--- src/hdl/lppd_pkg.sv ---
// shared constants and types of the length-prefixed package deframer
package lppd_pkg;

  localparam int unsigned MAX_SIZE_BITS         = 23;
  localparam int unsigned POSITION_BITS_DEFAULT = 23;
  localparam int unsigned FIELD_BITS            = 32;
  localparam int unsigned HEADER_BYTES          = 32;
  localparam int unsigned SIZE_END              = 4;
  localparam int unsigned TYPE_OFFSET           = 16;
  localparam int unsigned TYPE_END              = 20;
  localparam logic [MAX_SIZE_BITS-1:0] DEFAULT_MAX_SIZE = MAX_SIZE_BITS'(4 * 1024 * 1024);

  typedef logic [1:0] kind_t;
  localparam kind_t KIND_PAYLOAD     = 2'd0;
  localparam kind_t KIND_HEADER_ONLY = 2'd1;
  localparam kind_t KIND_SIZE_ERROR  = 2'd2;

  typedef struct packed {
    logic [FIELD_BITS-1:0] package_type;
    logic [FIELD_BITS-1:0] package_size;
    logic [7:0]            payload_byte;
    logic                  last_of_package;
    kind_t                 result_kind;
  } result_t;

endpackage

--- src/hdl/length_prefixed_package_deframer_unit.sv ---
// length-prefixed package deframer: header parse, size check, payload tagging
//
// channel   dir  transfer            payload
// s_axis    in   one stream byte     tdata = stream_byte
// m_axis    out  one result          tdata/tuser/tlast
// cfg       in   limit write         cfg_data = max_package_size
//
// one byte per cycle while s_axis_tready is high; each byte updates the position
// counter and header shift registers, and a byte that yields a result puts it in
// the output register, or while m_axis is stalled in a skid register that keeps
// s_axis_tready high for one extra result
// synchronous reset restores the default size limit and clears the parse state and output valids
// after a size error no further results appear until reset
module length_prefixed_package_deframer_unit #(
  parameter int unsigned POSITION_BITS = lppd_pkg::POSITION_BITS_DEFAULT
) (
  input  logic                                clk,
  input  logic                                rst,
  input  logic                                s_axis_tvalid,
  output logic                                s_axis_tready,
  input  logic [7:0]                          s_axis_tdata,   // stream_byte
  output logic                                m_axis_tvalid,
  input  logic                                m_axis_tready,
  output logic [71:0]                         m_axis_tdata,   // payload_byte, package_size, package_type
  output logic [1:0]                          m_axis_tuser,   // result_kind
  output logic                                m_axis_tlast,   // last_of_package
  input  logic                                cfg_valid,
  output logic                                cfg_ready,
  input  logic [lppd_pkg::MAX_SIZE_BITS-1:0]  cfg_data        // max_package_size
);

  localparam int unsigned PB = POSITION_BITS;
  localparam int unsigned FB = lppd_pkg::FIELD_BITS;
  localparam logic [PB-1:0] POS_HDR      = PB'(lppd_pkg::HEADER_BYTES);
  localparam logic [PB-1:0] POS_HDR_LAST = PB'(lppd_pkg::HEADER_BYTES - 1);
  localparam logic [PB-1:0] POS_SIZE_END = PB'(lppd_pkg::SIZE_END);
  localparam logic [PB-1:0] POS_TYPE     = PB'(lppd_pkg::TYPE_OFFSET);
  localparam logic [PB-1:0] POS_TYPE_END = PB'(lppd_pkg::TYPE_END);
  localparam logic [FB:0]   POS_CAP      = (FB+1)'(1) << PB;
  localparam logic [FB:0]   HDR_SIZE     = (FB+1)'(lppd_pkg::HEADER_BYTES);

  logic [lppd_pkg::MAX_SIZE_BITS-1:0] max_package_size;
  logic [PB-1:0]                      byte_position, byte_position_next;
  logic [FB-1:0]                      size_field, size_field_next;
  logic [FB-1:0]                      type_field, type_field_next;
  logic                               failed_flag, failed_flag_next;

  lppd_pkg::result_t out_res, skid_res, res;
  logic              out_valid, skid_valid;
  logic              have_result, s_fire, produce, out_free;

  logic [FB-1:0] size_upd, type_upd;
  logic [FB:0]   limit, size_ext, pos_inc;

  assign cfg_ready     = 1'b1;
  assign s_axis_tready = !skid_valid;
  assign s_fire        = s_axis_tvalid && s_axis_tready;
  assign produce       = s_fire && have_result;
  assign out_free      = !out_valid || m_axis_tready;

  assign limit    = ((FB+1)'(max_package_size) < POS_CAP) ? (FB+1)'(max_package_size) : POS_CAP;
  assign pos_inc  = (FB+1)'(byte_position) + (FB+1)'(1);

  // per-byte parse step
  always_comb begin
    size_upd = size_field;
    type_upd = type_field;
    if (byte_position < POS_SIZE_END) begin
      size_upd = {size_field[FB-9:0], s_axis_tdata};
    end else if (byte_position >= POS_TYPE && byte_position < POS_TYPE_END) begin
      type_upd = {type_field[FB-9:0], s_axis_tdata};
    end
    size_ext = {1'b0, size_upd};

    byte_position_next = byte_position;
    size_field_next    = size_field;
    type_field_next    = type_field;
    failed_flag_next   = failed_flag;
    have_result        = 1'b0;
    res.result_kind     = lppd_pkg::KIND_PAYLOAD;
    res.payload_byte    = 8'd0;
    res.last_of_package = 1'b0;
    res.package_size    = size_upd;
    res.package_type    = type_upd;

    if (!failed_flag) begin
      if (byte_position < POS_HDR) begin
        size_field_next = size_upd;
        type_field_next = type_upd;
        if (byte_position != POS_HDR_LAST) begin
          byte_position_next = PB'(pos_inc);
        end else if (size_ext < HDR_SIZE || size_ext > limit) begin
          failed_flag_next   = 1'b1;
          byte_position_next = '0;
          have_result        = 1'b1;
          res.result_kind    = lppd_pkg::KIND_SIZE_ERROR;
        end else if (size_ext == HDR_SIZE) begin
          byte_position_next  = '0;
          have_result         = 1'b1;
          res.result_kind     = lppd_pkg::KIND_HEADER_ONLY;
          res.last_of_package = 1'b1;
        end else begin
          byte_position_next = POS_HDR;
        end
      end else begin
        have_result      = 1'b1;
        res.payload_byte = s_axis_tdata;
        if (pos_inc >= {1'b0, size_field}) begin
          byte_position_next  = '0;
          res.last_of_package = 1'b1;
          size_field_next     = '0;
          type_field_next     = '0;
        end else begin
          byte_position_next = PB'(pos_inc);
        end
      end
    end
  end

  always_ff @(posedge clk) begin
    if (rst) begin
      max_package_size <= lppd_pkg::DEFAULT_MAX_SIZE;
      byte_position    <= '0;
      size_field       <= '0;
      type_field       <= '0;
      failed_flag      <= 1'b0;
      out_valid        <= 1'b0;
      skid_valid       <= 1'b0;
    end else begin
      if (cfg_valid && cfg_ready) begin
        max_package_size <= cfg_data;
      end
      if (s_fire) begin
        byte_position <= byte_position_next;
        size_field    <= size_field_next;
        type_field    <= type_field_next;
        failed_flag   <= failed_flag_next;
      end
      // output register with skid stage
      if (out_free) begin
        if (skid_valid) begin
          out_res    <= skid_res;
          out_valid  <= 1'b1;
          skid_valid <= produce;
          skid_res   <= res;
        end else begin
          out_valid <= produce;
          out_res   <= res;
        end
      end else if (produce) begin
        skid_res   <= res;
        skid_valid <= 1'b1;
      end
    end
  end

  assign m_axis_tvalid = out_valid;
  assign m_axis_tdata  = {out_res.package_type, out_res.package_size, out_res.payload_byte};
  assign m_axis_tuser  = out_res.result_kind;
  assign m_axis_tlast  = out_res.last_of_package;

endmodule

--- config.mk ---
export PLATFORM = sky130hd
export DESIGN_NAME = length_prefixed_package_deframer_unit
export DESIGN_NICKNAME = d
export VERILOG_FILES = /design/src/hdl/lppd_pkg.sv /design/src/hdl/length_prefixed_package_deframer_unit.sv
export SDC_FILE = /design/constraint.sdc
export NUM_CORES = 1
export LEC_CHECK = 0
export BUFFER_PORTS_ARGS = -buffer_cell sky130_fd_sc_hd__buf_2
export CAP_MARGIN = 20
export CORE_MARGIN = 5
export CORE_UTILIZATION = 52
export DETAILED_ROUTE_END_ITERATION = 8
export PLACE_DENSITY_LB_ADDON = 0.2
export RECOVER_POWER = 50
export SETUP_SLACK_MARGIN = 0.15
export SYNTH_ARGS = -nofsm -noshare
export SYNTH_HDL_FRONTEND = slang
export SYNTH_SLANG_ARGS = --single-unit
export TNS_END_PERCENT = 100
--- constraint.sdc ---
create_clock -name clk -period 13.95 [get_ports clk]
set_clock_uncertainty 0.2 [all_clocks]
set_input_delay 1.395 -clock clk [delete_from_list [all_inputs] [get_ports clk]]
set_output_delay 1.395 -clock clk [all_outputs]
set_load 0.02 [all_outputs]
==> results list, run 1 <==
* Outcome: finished, violations left
- Failing checks: max-capacitance violations, max-slew violations
- Along the worst hold path, the cell count comes to 2.
- Worst-case headroom to the max-slew limit: -73.7%
- Row generation in the floorplan step produced 57 rows.
- The placed instances occupy a cell area of 13700 µm².
- Setup violations remaining at the end of the flow were counted as 0.
- In the final layout, the share of cells above drive strength 1 is ~13%.
* Boundary Pins: 114
* Type of the setup path with the least slack: reg2reg
- TritonCTS built the clock tree.
- Critical path launch point type: flop
- Count of distinct cell types in the synthesized netlist: 63
- At the later pin of the worst-skew pair, clock insertion delay measures 0.54 ns.
- Number of DRC violations after detailed-routing iteration 0: 1040
* Detailed-placement wirelength estimate: 20100 µm
- DRC viols: 0
- Number of buffers inserted during clock tree synthesis: 28
- At the pin with the least slew margin, the transition time is approximately 2.6 ns.
- Buffers inserted to repair hold after CTS numbered 0.
- The analysis attributes to cell leakage a power of 5.37 nW.
- Total clock sinks: 263
- Layer with the highest usage after global routing: met1
- In this run, the clock network consumes 39.4% of the power.
* Required time of the critical path: 13.91 ns
- Wires add up to roughly 30000 µm.
* Cell count after synthesis: 1200
* Antenna cell count: 0
- The floorplan step defined a die boundary enclosing roughly 28000 µm².
- Internal: 1.38 mW
- Maximum level of the CTS H-tree: 1
- Main flop type after synthesis: sky130_fd_sc_hd__edfxtp_1
* Clock-pin slew reported for the worst setup and hold paths after clock tree synthesis: 0.06 ns
- Worst hold-check slack: 0.285 ns
* Max-cap viol count: 6
- Die boundary height: about 170 µm
* RSZ-0062 raised after global routing: false
- Static timing analysis puts the maximum clock frequency at 0.133 GHz.
- Min Clock Period, post-route: 7.55 ns
- Total Nets Final: 1358
- Largest cells by area after synthesis: sky130_fd_sc_hd__edfxtp_1, sky130_fd_sc_hd__dfxtp_1, sky130_fd_sc_hd__mux2_2
* Number of storage elements in the synthesis netlist: around 260
- Critical path fanouts, max: between 50 and 60
- In this run the post-CTS setup repair buffer count came out at 0.
- Summed area of non-filler cells in the final layout: 14500 µm²
* Via count of the first global-routing pass: 8826
* # port buffers: 112
- Average instance area after synthesis: 10.7 µm²
* Average routed wire per standard cell: 19.0 µm
* Number of vias after detailed routing: 9517
- STA classifies the critical path endpoint as a flop.
- Met1 Resource Use GR: 33.2%
- Entering global routing, the biggest net connects 97 pins.
- The final max-slew violation count came to 244.
* Most numerous cell in the Yosys netlist: sky130_fd_sc_hd__edfxtp_1
- DR pass1 iterations: 8
- Sequential power share: a little under half
* Fraction of power spent switching nets: 26.9%
- Weighted congestion at the end of routability-driven global placement: ~0.87
- From synthesis to final layout, the design area changed by 12.6%.
- Critical Path, Cell by Cell: nor4_1 > nand3_1 > nor3_4 > clkbuf_1 > o21ai_0 > ha_1 > nand4_1 > nor3_1 > a21boi_0 > or4b_2 > a211oi_2 > o311a_2 > o21ai_4 > buf_4
* Cell Pwr Density: 131 nW/µm²
- CTS root buf: sky130_fd_sc_hd__clkbuf_16
* Final antenna-violating net count: 0
- Initial antenna violation count: 0
- Share of the cycle needed by the critical path after routing: 54.1%
* Post-DR vias/cell: 5.87
* Library cell occupying the most area in the post-synthesis netlist: sky130_fd_sc_hd__edfxtp_1
* Switching pwr: 0.509 mW
- Power share of the combinational group: 14.7%
- Worst vdd rail ir drop: around 0.000093 V
- Once the clock tree was built, the resizer swapped 0 gates to a different size.
- The commonest cells after synthesis are sky130_fd_sc_hd__edfxtp_1, sky130_fd_sc_hd__nand2_1, sky130_fd_sc_hd__nand3_1.
- Slowest cell on crit path: sky130_fd_sc_hd__clkbuf_1
- The total area inside the core boundary comes to 24300 µm².
- The final-report hold violation count came to 0.
* Arrival @ worst endpoint: 7.51 ns
* Met2 Track Usage GR: 31.5%
* Area share of the leading cell type in the synthesized netlist: 35.1%
- The first global-routing pass estimated 49500 µm of wire.
* Buffer depth of the longest clock path: 3
* Total congestion overflow: 0
- For the worst flop-to-flop path, the logic depth is 14.
- Starting Density: 52.8%
- Total routing usage reported by global routing: 21.2%
* Netlist area before placement: between 10000 and 15000 µm²
- The number of nets handed over by synthesis was around 1300.
* Die X: around 170 µm
- Yosys mapped a number of flops with a built-in enable equal to 150.
- Setup Total Neg Slack: 0 ns
* Met3 track utilization from global routing: 3.58%
- Proportion of synthesized chip area in sequential cells: 52.7%
- Yosys warnings: 0
* Slack of the worst reg-to-reg path: 6.40 ns
* Async set or reset register ratio after synthesis: 0%
* Largest stage delay on the critical path: between 1.5 and 2 ns
- In this run the worst hold path is classified as reg2reg.
## final cells by class
| cell class | count | area (µm²) |
|---|---|---|
| Clock buffer | 46 | 860 |
| Clock inverter | 6 | 78.8 |
| Fill cell | 2035 | 9850 |
| Inverter | 52 | 198 |
| Multi-Input combinational cell | 801 | 5590 |
| Sequential cell | 263 | 6770 |
| Tap cell | 324 | 405 |
| Timing Repair Buffer | 128 | 566 |
## layer usage
| layer | wire length (µm) | share of wire, % |
|---|---|---|
| met1 | 14900 | 48 |
| met5 | 0 | 0 |
| met4 | 390 | 1.3 |
| met3 | 2270 | 7.4 |
| met2 | 13300 | 43 |
## critical path, delay by kind of cell (launching register included)
kind	cells	cell delay [ns]
AO/OA/AOI/OAI	5	2.09
adder cells (fa/ha/maj)	1	0.49
flip-flops	1	0.35
buffers and inverters	2	2.44
AND/OR/NAND/NOR	6	1.50
## state kept, by name, summed over array words and instances, names as in the netlist
register and cells:
type_field 32, m_axis_tlast 1, m_axis_tuser 2, skid_valid 1, skid_res 75, max_package_size 23
size_field 32, m_axis_tvalid 1, byte_position 23, m_axis_tdata 72, failed_flag 1
## through the flow
stage          std cells  worst slack [ns]  utilization (%)  power (mW)
2_1_floorplan       1200              4.64                -        1.08
3_3_place_gp        1568              8.36             56.1        1.16
3_5_place_dp        1568              8.12             56.1        1.17
4_1_cts             1620              8.11             60.0        1.91
5_1_grt             1620              5.90             59.5        1.97
6_report            1620              6.40             59.5        1.89
## cell usage in the layout, fill, tap and decap left out, types with 5 or more instances in the layout
master,count
sky130_fd_sc_hd__clkbuf_1,92
sky130_fd_sc_hd__a31oi_1,10
sky130_fd_sc_hd__buf_4,11
sky130_fd_sc_hd__clkbuf_16,29
sky130_fd_sc_hd__mux2_1,55
sky130_fd_sc_hd__mux2_2,59
sky130_fd_sc_hd__edfxtp_1,150
sky130_fd_sc_hd__nand4b_1,5
sky130_fd_sc_hd__nor3_1,9
sky130_fd_sc_hd__and2_0,8
sky130_fd_sc_hd__xor2_1,10
sky130_fd_sc_hd__o211ai_1,66
sky130_fd_sc_hd__nand4_1,30
sky130_fd_sc_hd__a21o_1,5
sky130_fd_sc_hd__and3_1,5
sky130_fd_sc_hd__ha_1,48
sky130_fd_sc_hd__o21ai_0,32
sky130_fd_sc_hd__buf_2,35
sky130_fd_sc_hd__nor4_1,13
sky130_fd_sc_hd__a21oi_1,30
sky130_fd_sc_hd__xnor2_1,11
sky130_fd_sc_hd__dfxtp_1,113
sky130_fd_sc_hd__mux2i_1,25
sky130_fd_sc_hd__nand3_1,133
sky130_fd_sc_hd__nor2_1,47
sky130_fd_sc_hd__inv_1,50
sky130_fd_sc_hd__clkbuf_8,7
sky130_fd_sc_hd__nand2_1,136
## cells by family (layout without fill, tap and decap cells)
kind of cell               Yosys count  count (layout)  synth area share (%)
AOI/OAI and AO/OA                  170             170                  8.82
muxes                              139             139                  11.9
DFF                                263             263                  52.7
adders and majority gates           48              48                  4.67
other                                1               1                0.0292
and+or+nand+nor                    422             422                  16.3
buffers and inverters              136             232                  4.12
xor gates and xnor gates            21              21                  1.43
## final timing paths
kind | from | end
hold / removal | byte_position[15]$_SDFFE_PP0P_ | byte_position[15]$_SDFFE_PP0P_
setup / recovery | byte_position[13]$_SDFFE_PP0P_ | skid_res[2]$_DFFE_PP_
hold reg to reg | byte_position[15]$_SDFFE_PP0P_ | byte_position[15]$_SDFFE_PP0P_
setup reg to reg | byte_position[13]$_SDFFE_PP0P_ | skid_res[2]$_DFFE_PP_
## power groups by stage
stage	clock network (mW)	registers [mW]	logic [mW]
finish	0.746	0.869	0.278
global route	0.794	0.872	0.305
CTS	0.757	0.868	0.283
detailed placement	0	0.884	0.281
global placement	0	0.883	0.279
floorplan	0	0.902	0.174
Note: power is estimated with default switching activity, not from simulation.
==> run 2, diff against run 1 <==
clock period = 6.45 ns   (was 13.95 ns; I/O delays follow)
==> run 2 against run 1 <==
Critical path depth fell by 2. Sequential share of layout area fell by 0.22 points. The flow still finishes with violations (max-capacitance violations, max-slew violations). Combinational power rose by 120%. Hold slack got worse by 0.15 ns. Utilization rose by 0.28 points. Design area rose by 0.47%. Die area did not move. First-iteration DRC count rose by 11%. Register-to-register slack got worse by 5.2 ns. Worst setup slack got worse by 5.2 ns. Largest cell class unchanged. Via count rose by 1.1%.
==> results list, run 2 (synthesis results as in run 1) <==
- Outcome: finished, violations left (unchanged).
- Failing checks: max-capacitance violations, max-slew violations (unchanged).
* Number of DRC violations after detailed-routing iteration 0: 1156 (was 1040)
- DRC viols: 0 (unchanged)
- The via count of the first global-routing pass came to 9115 (was 8826).
- Area of the core: 24300 µm² (unchanged)
* Leakage power total: 5.37 nW (about the same)
* Post-DR vias/cell: 5.92 (was 5.87)
- The final max-slew violation count is 75 (was 244).
* Register with the highest flop count: skid_res (unchanged)
* Max-cap viol count: 2 (was 6)
- Critical path fanouts, max: 59 (unchanged)
- HP Class: in2reg (was reg2reg)
* Worst-case headroom to the max-slew limit: -69.2% (was -73.7%)
- Critical Path, Cell by Cell: nor4_1 > nand3_1 > nor3_1 > buf_12 > o21ai_0 > ha_1 > and3_1 > nor3b_1 > a211oi_2 > o311a_2 > o21ai_4 > buf_4 (was nor4_1 > nand3_1 > nor3_4 > clkbuf_1 > o21ai_0 > ha_1 > nand4_1 > nor3_1 > a21boi_0 > or4b_2 > a211oi_2 > o311a_2 > o21ai_4 > buf_4)
* Die Area: 28000 µm² (unchanged)
- Share of the cycle needed by the critical path after routing: 81.2% (was 54.1%)
* Endpoints failing setup: 0 (unchanged)
- The worst hold slack across all endpoints was 0.132 ns (was 0.285 ns).
* Starting Density: 52.8% (unchanged)
- Min Clock Period, post-route: 5.24 ns (was 7.55 ns)
- Top achievable clock speed: 0.191 GHz (was 0.133 GHz)
* Max reg flops: 75 (unchanged)
- Average routed wire per standard cell: 19.0 µm (about the same)
- The post-detailed-route count of antenna-violating nets came to 0 (unchanged).
* Required time of the critical path: 6.49 ns (was 13.91 ns)
- The clock root buffer master is sky130_fd_sc_hd__clkbuf_16 (unchanged).
- The startpoint type of the worst setup path was a flop (unchanged).
- The most common cell after layout, fill and taps aside is sky130_fd_sc_hd__edfxtp_1 (unchanged).
- Boundary Pins: 114 (unchanged)
- The endpoint type of the worst setup path was a flop (unchanged).
- Type of the setup path with the least slack: reg2reg (unchanged)
- The number of sinks driven by the clock tree was 263 (unchanged).
- Largest net degree at the start of global routing: 97 (unchanged)
* Count of cells resized by post-cts repair: 0 (unchanged)
- Setup slack at placement: 1.32 ns (was 8.12 ns)
- Later-pin clock latency in the skew report: 0.54 ns (about the same)
* Weighted congestion at the end of routability-driven global placement: 0.861 (was 0.868)
- CTS tree: done (unchanged)
- The overall overflow remaining after global route came to 0 (unchanged).
- First-pass GRT wire length: 49600 µm (was 49500 µm)
- The buffer count from post-CTS setup fixing is 0 (unchanged).
* Most frequent cells in the layout: sky130_fd_sc_hd__edfxtp_1, sky130_fd_sc_hd__nand2_1, sky130_fd_sc_hd__nand3_1, sky130_fd_sc_hd__dfxtp_1, sky130_fd_sc_hd__mux2_2 (was sky130_fd_sc_hd__edfxtp_1, sky130_fd_sc_hd__nand2_1, sky130_fd_sc_hd__nand3_1, sky130_fd_sc_hd__dfxtp_1, sky130_fd_sc_hd__clkbuf_1)
- The combined global-route utilization of all metal layers came to 21.3% (was 21.2%).
- The final-report hold violation count is 0 (unchanged).
- The setup TNS was 0 ns (unchanged).
- The setup slack after layout is 1.21 ns (was 6.40 ns).
- The H-tree depth was 1 (unchanged).
- Antenna cell count: 0 (unchanged)
- The post-detailed-placement half-perimeter wirelength was 20400 µm (was 20100 µm).
- Cts-stage hold buffer count: 0 (unchanged)
- Measured slew at the worst slew-check pin: 2.54 ns (was 2.61 ns)
* Number of vias after detailed routing: 9624 (was 9517)
* # port buffers: 112 (unchanged)
- The maximum number of buffers from clock root to sink was 3 (unchanged).
- The power per unit of standard cell area came to 280 nW/µm² (was 131 nW/µm²).
* DR pass1 iterations: 5 (was 8)
- The maximum single-stage delay on the critical path was 0.68 ns (was 1.75 ns).
- The floorplan die width is 167 µm (unchanged).
- The arrival time of the worst setup path is 5.28 ns (was 7.51 ns).
- Die boundary height: 167 µm (unchanged)
- The proportion of layout cells with a drive suffix above 1 is 15.8% (was 12.8%).
- The critical-path cell with the highest stage delay was sky130_fd_sc_hd__o21ai_4 (was sky130_fd_sc_hd__clkbuf_1).
* Initial antenna violation count: 0 (unchanged)
- Top cell family by delay on the critical path: simple AND/OR/NAND/NOR gates (was buffers and inverters)
- Worst vdd rail ir drop: 0.000206 V (was 0.0000930 V)
- Number of rows created at floorplan: 57 (unchanged)
- RSZ-0062 raised after global routing: false (unchanged).
* Total Nets Final: 1365 (was 1358)
- Number of buffers inserted during clock tree synthesis: 28 (unchanged)
- Synthesis-to-layout area growth: 13.1% (was 12.6%)
- The count of buffer and inverter cells on the critical path came to 2 (unchanged).
* Clock-pin slew reported for the worst setup and hold paths after clock tree synthesis: 0.06 ns (about the same)
- The final wirelength came to 31000 µm (was 30900 µm).
## run 2: changes by cell type in the layout (fill, tap and decap cells not counted), sizes merged
cell and delta:
clkinv +6, buf +6, inv +1, clkbuf -7
bufinv +1
## run 2: area by class of cell
class | count | area (µm²)
Clock buffer | 38 | 748
Clock inverter | 14 | 161
Fill cell | 2069 | 9790
Inverter | 52 | 198
Multi-Input combinational cell | 801 | 5580
Sequential cell | 263 | 6770
Tap cell | 324 | 405
Timing Repair Buffer | 135 | 673
## run 2: where the power goes
| part | switching, mW | internal, mW |
|---|---|---|
| registers | 0.0391 | 1.84 |
| clock network | 0.649 | 0.936 |
| logic | 0.434 | 0.175 |
## run 2: tightest hold or removal path: cells and delay by family
family	cells	cell delay, ns
AO/OA/AOI/OAI	1	0.06
AND/OR/NAND/NOR	1	0.05
buffers and inverters	1	0.07
## run 2: path summary, 6_finish.rpt
check,start,endpoint,slack [ns],cells past startpoint
hold reg to reg,byte_position[15]$_SDFFE_PP0P_,byte_position[15]$_SDFFE_PP0P_,0.29,2
setup / recovery,byte_position[13]$_SDFFE_PP0P_,skid_res[29]$_DFFE_PP_,1.21,12
setup reg to reg,byte_position[13]$_SDFFE_PP0P_,skid_res[29]$_DFFE_PP_,1.21,12
hold / removal,cfg_data[22],max_package_size[22]$_SDFFE_PP1P_,0.13,3
## run 2: per-layer routing
metal	wire, µm	track usage [%]
met5	0	0
met4	442	5.08
met3	2320	3.84
met2	13400	31.5
met1	14900	32.8
## run 2: metrics by stage
| step | area (µm²) | cells | power, mW | util, % |
|---|---|---|---|---|
| detailed placement | 13700 | 1573 | 2.53 | 56.5 |
| CTS | 14600 | 1625 | 4.10 | 60.2 |
| floorplan | 12900 | 1200 | 2.33 | - |
| global placement | 13700 | 1573 | 2.52 | 56.5 |
| global route | 14500 | 1627 | 4.24 | 59.8 |
| finish | 14500 | 1627 | 4.07 | 59.8 |
==> run 3, diff against run 2 <==
clock period = 4.45 ns   (was 6.45 ns; I/O delays follow)
==> run 3 against run 2 <==
The flow still finishes with violations (max-capacitance violations, max-slew violations). Highest routed layer unchanged. Sequential share of layout area shrank 2.0 points. Register-to-register slack lost 0.92 ns. Power up 46%. Largest cell class unchanged. Hold slack got worse by 0.12 ns.
==> results list, run 3 (synthesis results as in run 1) <==
- Clock-pin slew reported for the worst setup and hold paths after clock tree synthesis: 0.06 ns (about the same)
- Critical Path, Cell by Cell: nor4_2 > nand3_2 > nor3_4 > buf_6 > buf_6 > buf_16 > nand2_1 > o21ai_2 > ha_1 > nand4_1 > nor3_2 > a21boi_2 > or4b_4 > a211oi_4 > o311a_4 > o21ai_4 > buf_12 > buf_4 (was nor4_1 > nand3_1 > nor3_1 > buf_12 > o21ai_0 > ha_1 > and3_1 > nor3b_1 > a211oi_2 > o311a_2 > o21ai_4 > buf_4).
* Worst vdd rail ir drop: 0.000268 V (was 0.000206 V)
- The core region area was 24300 µm² (unchanged).
- Die boundary height: 167 µm (unchanged)
- The kind of cell adding the most delay to the critical path was simple AND/OR/NAND/NOR gates (unchanged).
* Failing checks: max-capacitance violations, max-slew violations (unchanged)
- The area growth from synthesis to layout is 18.5% (was 13.1%).
* Maximum level of the CTS H-tree: 1 (unchanged)
- Fraction of power spent switching nets: 28.1% (was 27.5%)
* Total routing usage reported by global routing: 22.2% (was 21.3%)
- Antenna cell count: 0 (unchanged)
* Endpoints failing setup: 0 (unchanged)
- First-pass GRT wire length: 51600 µm (was 49600 µm)
* Setup slack at placement: 0.122 ns (was 1.32 ns)
- Worst-case headroom to the max-slew limit: -39.5% (was -69.2%)
- Arrival @ worst endpoint: 4.22 ns (was 5.28 ns)
* Top achievable clock speed: 0.241 GHz (was 0.191 GHz)
* Most used cell, CP: sky130_fd_sc_hd__buf_6
- The clock tree from TritonCTS was done (unchanged).
- The setup slack after layout came to 0.293 ns (was 1.21 ns).
- Largest net degree at the start of global routing: 78 (was 97)
- Die Area: 28000 µm² (unchanged)
- The count of buffer and inverter cells on the critical path is 5 (was 2).
- The via count of the first global-routing pass is 9275 (was 9115).
- Most frequent cells in the layout: sky130_fd_sc_hd__edfxtp_1, sky130_fd_sc_hd__nand2_1, sky130_fd_sc_hd__nand3_1, sky130_fd_sc_hd__mux2_2, sky130_fd_sc_hd__dfxtp_1 (was sky130_fd_sc_hd__edfxtp_1, sky130_fd_sc_hd__nand2_1, sky130_fd_sc_hd__nand3_1, sky130_fd_sc_hd__dfxtp_1, sky130_fd_sc_hd__mux2_2).
- The register with the most flip-flops is skid_res (unchanged).
- Starting Density: 52.8% (unchanged)
* Number of slew-limit violations in the final report: 126 (was 75)
- The final wirelength was 32400 µm (was 31000 µm).
- Die X: 167 µm (unchanged)
* Slack of the worst reg-to-reg path: 0.29 ns (was 1.21 ns)
- The mean routed wirelength per cell came to 19.3 µm (was 19.0 µm).
- The post-detailed-route count of antenna-violating nets is 0 (unchanged).
- The critical-path cell with the highest stage delay is sky130_fd_sc_hd__or4b_4 (was sky130_fd_sc_hd__o21ai_4).
- Final non-filler cell total: 1683 (was 1627)
- Largest stage delay on the critical path: 0.52 ns (was 0.68 ns)
- Outcome: finished, violations left (unchanged).
- The time the worst path needs with I/O delays and setup was 4.16 ns (was 5.24 ns).
- The reported net switching power was 1.67 mW (was 1.12 mW).
- The final-report hold violation count came to 0 (unchanged).
- The placer congestion estimate is 0.891 (was 0.861).
- The data required time at the worst endpoint is 4.52 ns (was 6.49 ns).
- The transition time at the pin with the least slew margin was 2.09 ns (was 2.54 ns).
* Number of buffers inserted during clock tree synthesis: 27 (was 28)
- The number of gates on the worst path with buffers counted came to 18 (was 12).
* Max-cap viol count: 3 (was 2)
- Sequential power share: 45.8% (was 46.1%)
- Detailed-placement wirelength estimate: 21700 µm (was 20400 µm)
* HP Class: in2reg (unchanged)
* Internal: 4.28 mW (was 2.95 mW)
- Buffer depth of the longest clock path: 3 (unchanged)
- The number of cells on the worst reg-to-reg path was 18 (was 12).
- The via count of the routed design came to 9845 (was 9624).
- DRC viols: 0 (unchanged)
* Max reg flops: 75 (unchanged)
* DR pass1 iterations: 6 (was 5)
* Commonest non-fill, non-tap cell in the layout: sky130_fd_sc_hd__edfxtp_1 (unchanged)
- The final cycle utilization of the critical path is 93.4% (was 81.2%).
- Number of DRC violations after detailed-routing iteration 0: 1119 (was 1156)
- Power share of the combinational group: 17.9% (was 15.0%)
- Total clock sinks: 263 (unchanged)
- Later-pin clock latency in the skew report: 0.54 ns (about the same)
* # port buffers: 112 (unchanged)
* CTS root buf: sky130_fd_sc_hd__clkbuf_16 (unchanged)
- Initial antenna violation count: 0 (unchanged)
- Cell Pwr Density: 391 nW/µm² (was 280 nW/µm²)
- The depth of the worst hold-timing path is 3 (unchanged).
- The overall overflow remaining after global route was 0 (unchanged).
* Type of the setup path with the least slack: reg2reg (unchanged)
- The proportion of power drawn by the clock network was 36.3% (was 38.9%).
- The vias per cell is 5.85 (was 5.92).
- Capturing element type of the critical path: flop (unchanged)
* RSZ-0062 raised after global routing: false (unchanged)
- Critical path launch point type: flop (unchanged)
* Leakage power total: 5.69 nW (was 5.37 nW)
- Number of rows created at floorplan: 57 (unchanged)
- Total power consumption of the routed design: 5.95 mW (was 4.07 mW)
- Launch instance of the worst min-delay path: cfg_data[21] (was cfg_data[22])
- Placed cells: 1597 (was 1573)
- The total number of nets in the final design came to 1422 (was 1365).
- Boundary Pins: 114 (unchanged)
* Setup Total Neg Slack: 0 ns (unchanged)
- Worst hold-check slack: 0.00887 ns (was 0.132 ns)
- Launch point of the critical path: byte_position[14]$_SDFFE_PP0P_ (was byte_position[13]$_SDFFE_PP0P_)
* Layout cell share with drive strength beyond 1: 20.9% (was 15.8%)
- The launch instance of the worst register-to-register path is byte_position[14]$_SDFFE_PP0P_ (was byte_position[13]$_SDFFE_PP0P_).
- The maximum net fanout on the critical path is 10 (was 59).
## run 3: cell count changes in the layout (fill, tap and decap cells not counted), moves of 5 or more
cell / delta
sky130_fd_sc_hd__buf_4: +21
sky130_fd_sc_hd__buf_6: +6
sky130_fd_sc_hd__dfxtp_1: -9
sky130_fd_sc_hd__dfxtp_2: +9
sky130_fd_sc_hd__dlygate4sd3_1: +22
sky130_fd_sc_hd__mux2_1: -13
sky130_fd_sc_hd__mux2_2: +13
sky130_fd_sc_hd__nor4_1: -5
sky130_fd_sc_hd__o21ai_0: -14
sky130_fd_sc_hd__o21ai_2: +11
## run 3: layout make-up
cell class | count | area, µm²
clock buffer | 40 | 796
clock inverter | 10 | 57.6
fill | 1999 | 9100
inverter | 52 | 196
multi-input combinational | 801 | 5780
sequential | 263 | 6780
tap | 324 | 405
timing repair buffer | 193 | 1210
## run 3: timing repair
| action | 4_1_cts | 5_1_grt |
|---|---|---|
| hold buffers | 22 | 0 |
| pin swaps | 2 | 16 |
| hold endpoints to repair | 22 | 0 |
| setup buffers | 1 | 10 |
| gates resized for setup | 2 | 28 |
| setup endpoints to repair | 69 | 147 |
| gates cloned | 1 | 2 |
## run 3: per-layer routing
metal	vias up	GRT usage, %	part of all wire (%)
met2	344	34.2	45
met4	0	3.88	1.2
met1	4761	33.8	47
met5	-	0	0
li1	4708	-	-
met3	32	3.51	7.1
## run 3: worst register-to-register path, stage by stage, from the launching register on
cell,delay (ns)
sky130_fd_sc_hd__dfxtp_2,0.34
sky130_fd_sc_hd__nor4_2,0.30
sky130_fd_sc_hd__nand3_2,0.16
sky130_fd_sc_hd__nor3_4,0.21
sky130_fd_sc_hd__buf_6,0.14
sky130_fd_sc_hd__buf_6,0.12
sky130_fd_sc_hd__buf_16,0.14
sky130_fd_sc_hd__nand2_1,0.07
sky130_fd_sc_hd__o21ai_2,0.10
sky130_fd_sc_hd__ha_1,0.27
sky130_fd_sc_hd__nand4_1,0.16
sky130_fd_sc_hd__nor3_2,0.09
sky130_fd_sc_hd__a21boi_2,0.15
sky130_fd_sc_hd__or4b_4,0.52
sky130_fd_sc_hd__a211oi_4,0.28
sky130_fd_sc_hd__o311a_4,0.25
sky130_fd_sc_hd__o21ai_4,0.07
sky130_fd_sc_hd__buf_12,0.14
sky130_fd_sc_hd__buf_4,0.18
## run 3: path summary, 6_finish.rpt
check | to
worst max-delay path | skid_res[68]$_DFFE_PP_
worst min-delay path | max_package_size[21]$_SDFFE_PP0P_
worst max register to register | skid_res[68]$_DFFE_PP_
worst min register to register | byte_position[1]$_SDFFE_PP0P_
## run 3: power groups by stage
stage               clock network [mW]  registers (mW)  logic [mW]
global placement                     0            2.77       0.980
detailed placement                   0            2.77       0.990
CTS                               2.19            2.72        1.03
finish                            2.16            2.73        1.07
floorplan                            0            2.82       0.597
global route                      2.30            2.73        1.15
## run 3: per-stage QoR
step                instance area (µm²)  util [%]
floorplan                         13000         -
global placement                  14000      57.7
detailed placement                14000      57.7
CTS                               15200      62.3
global route                      15200      62.6
finish                            15200      62.6
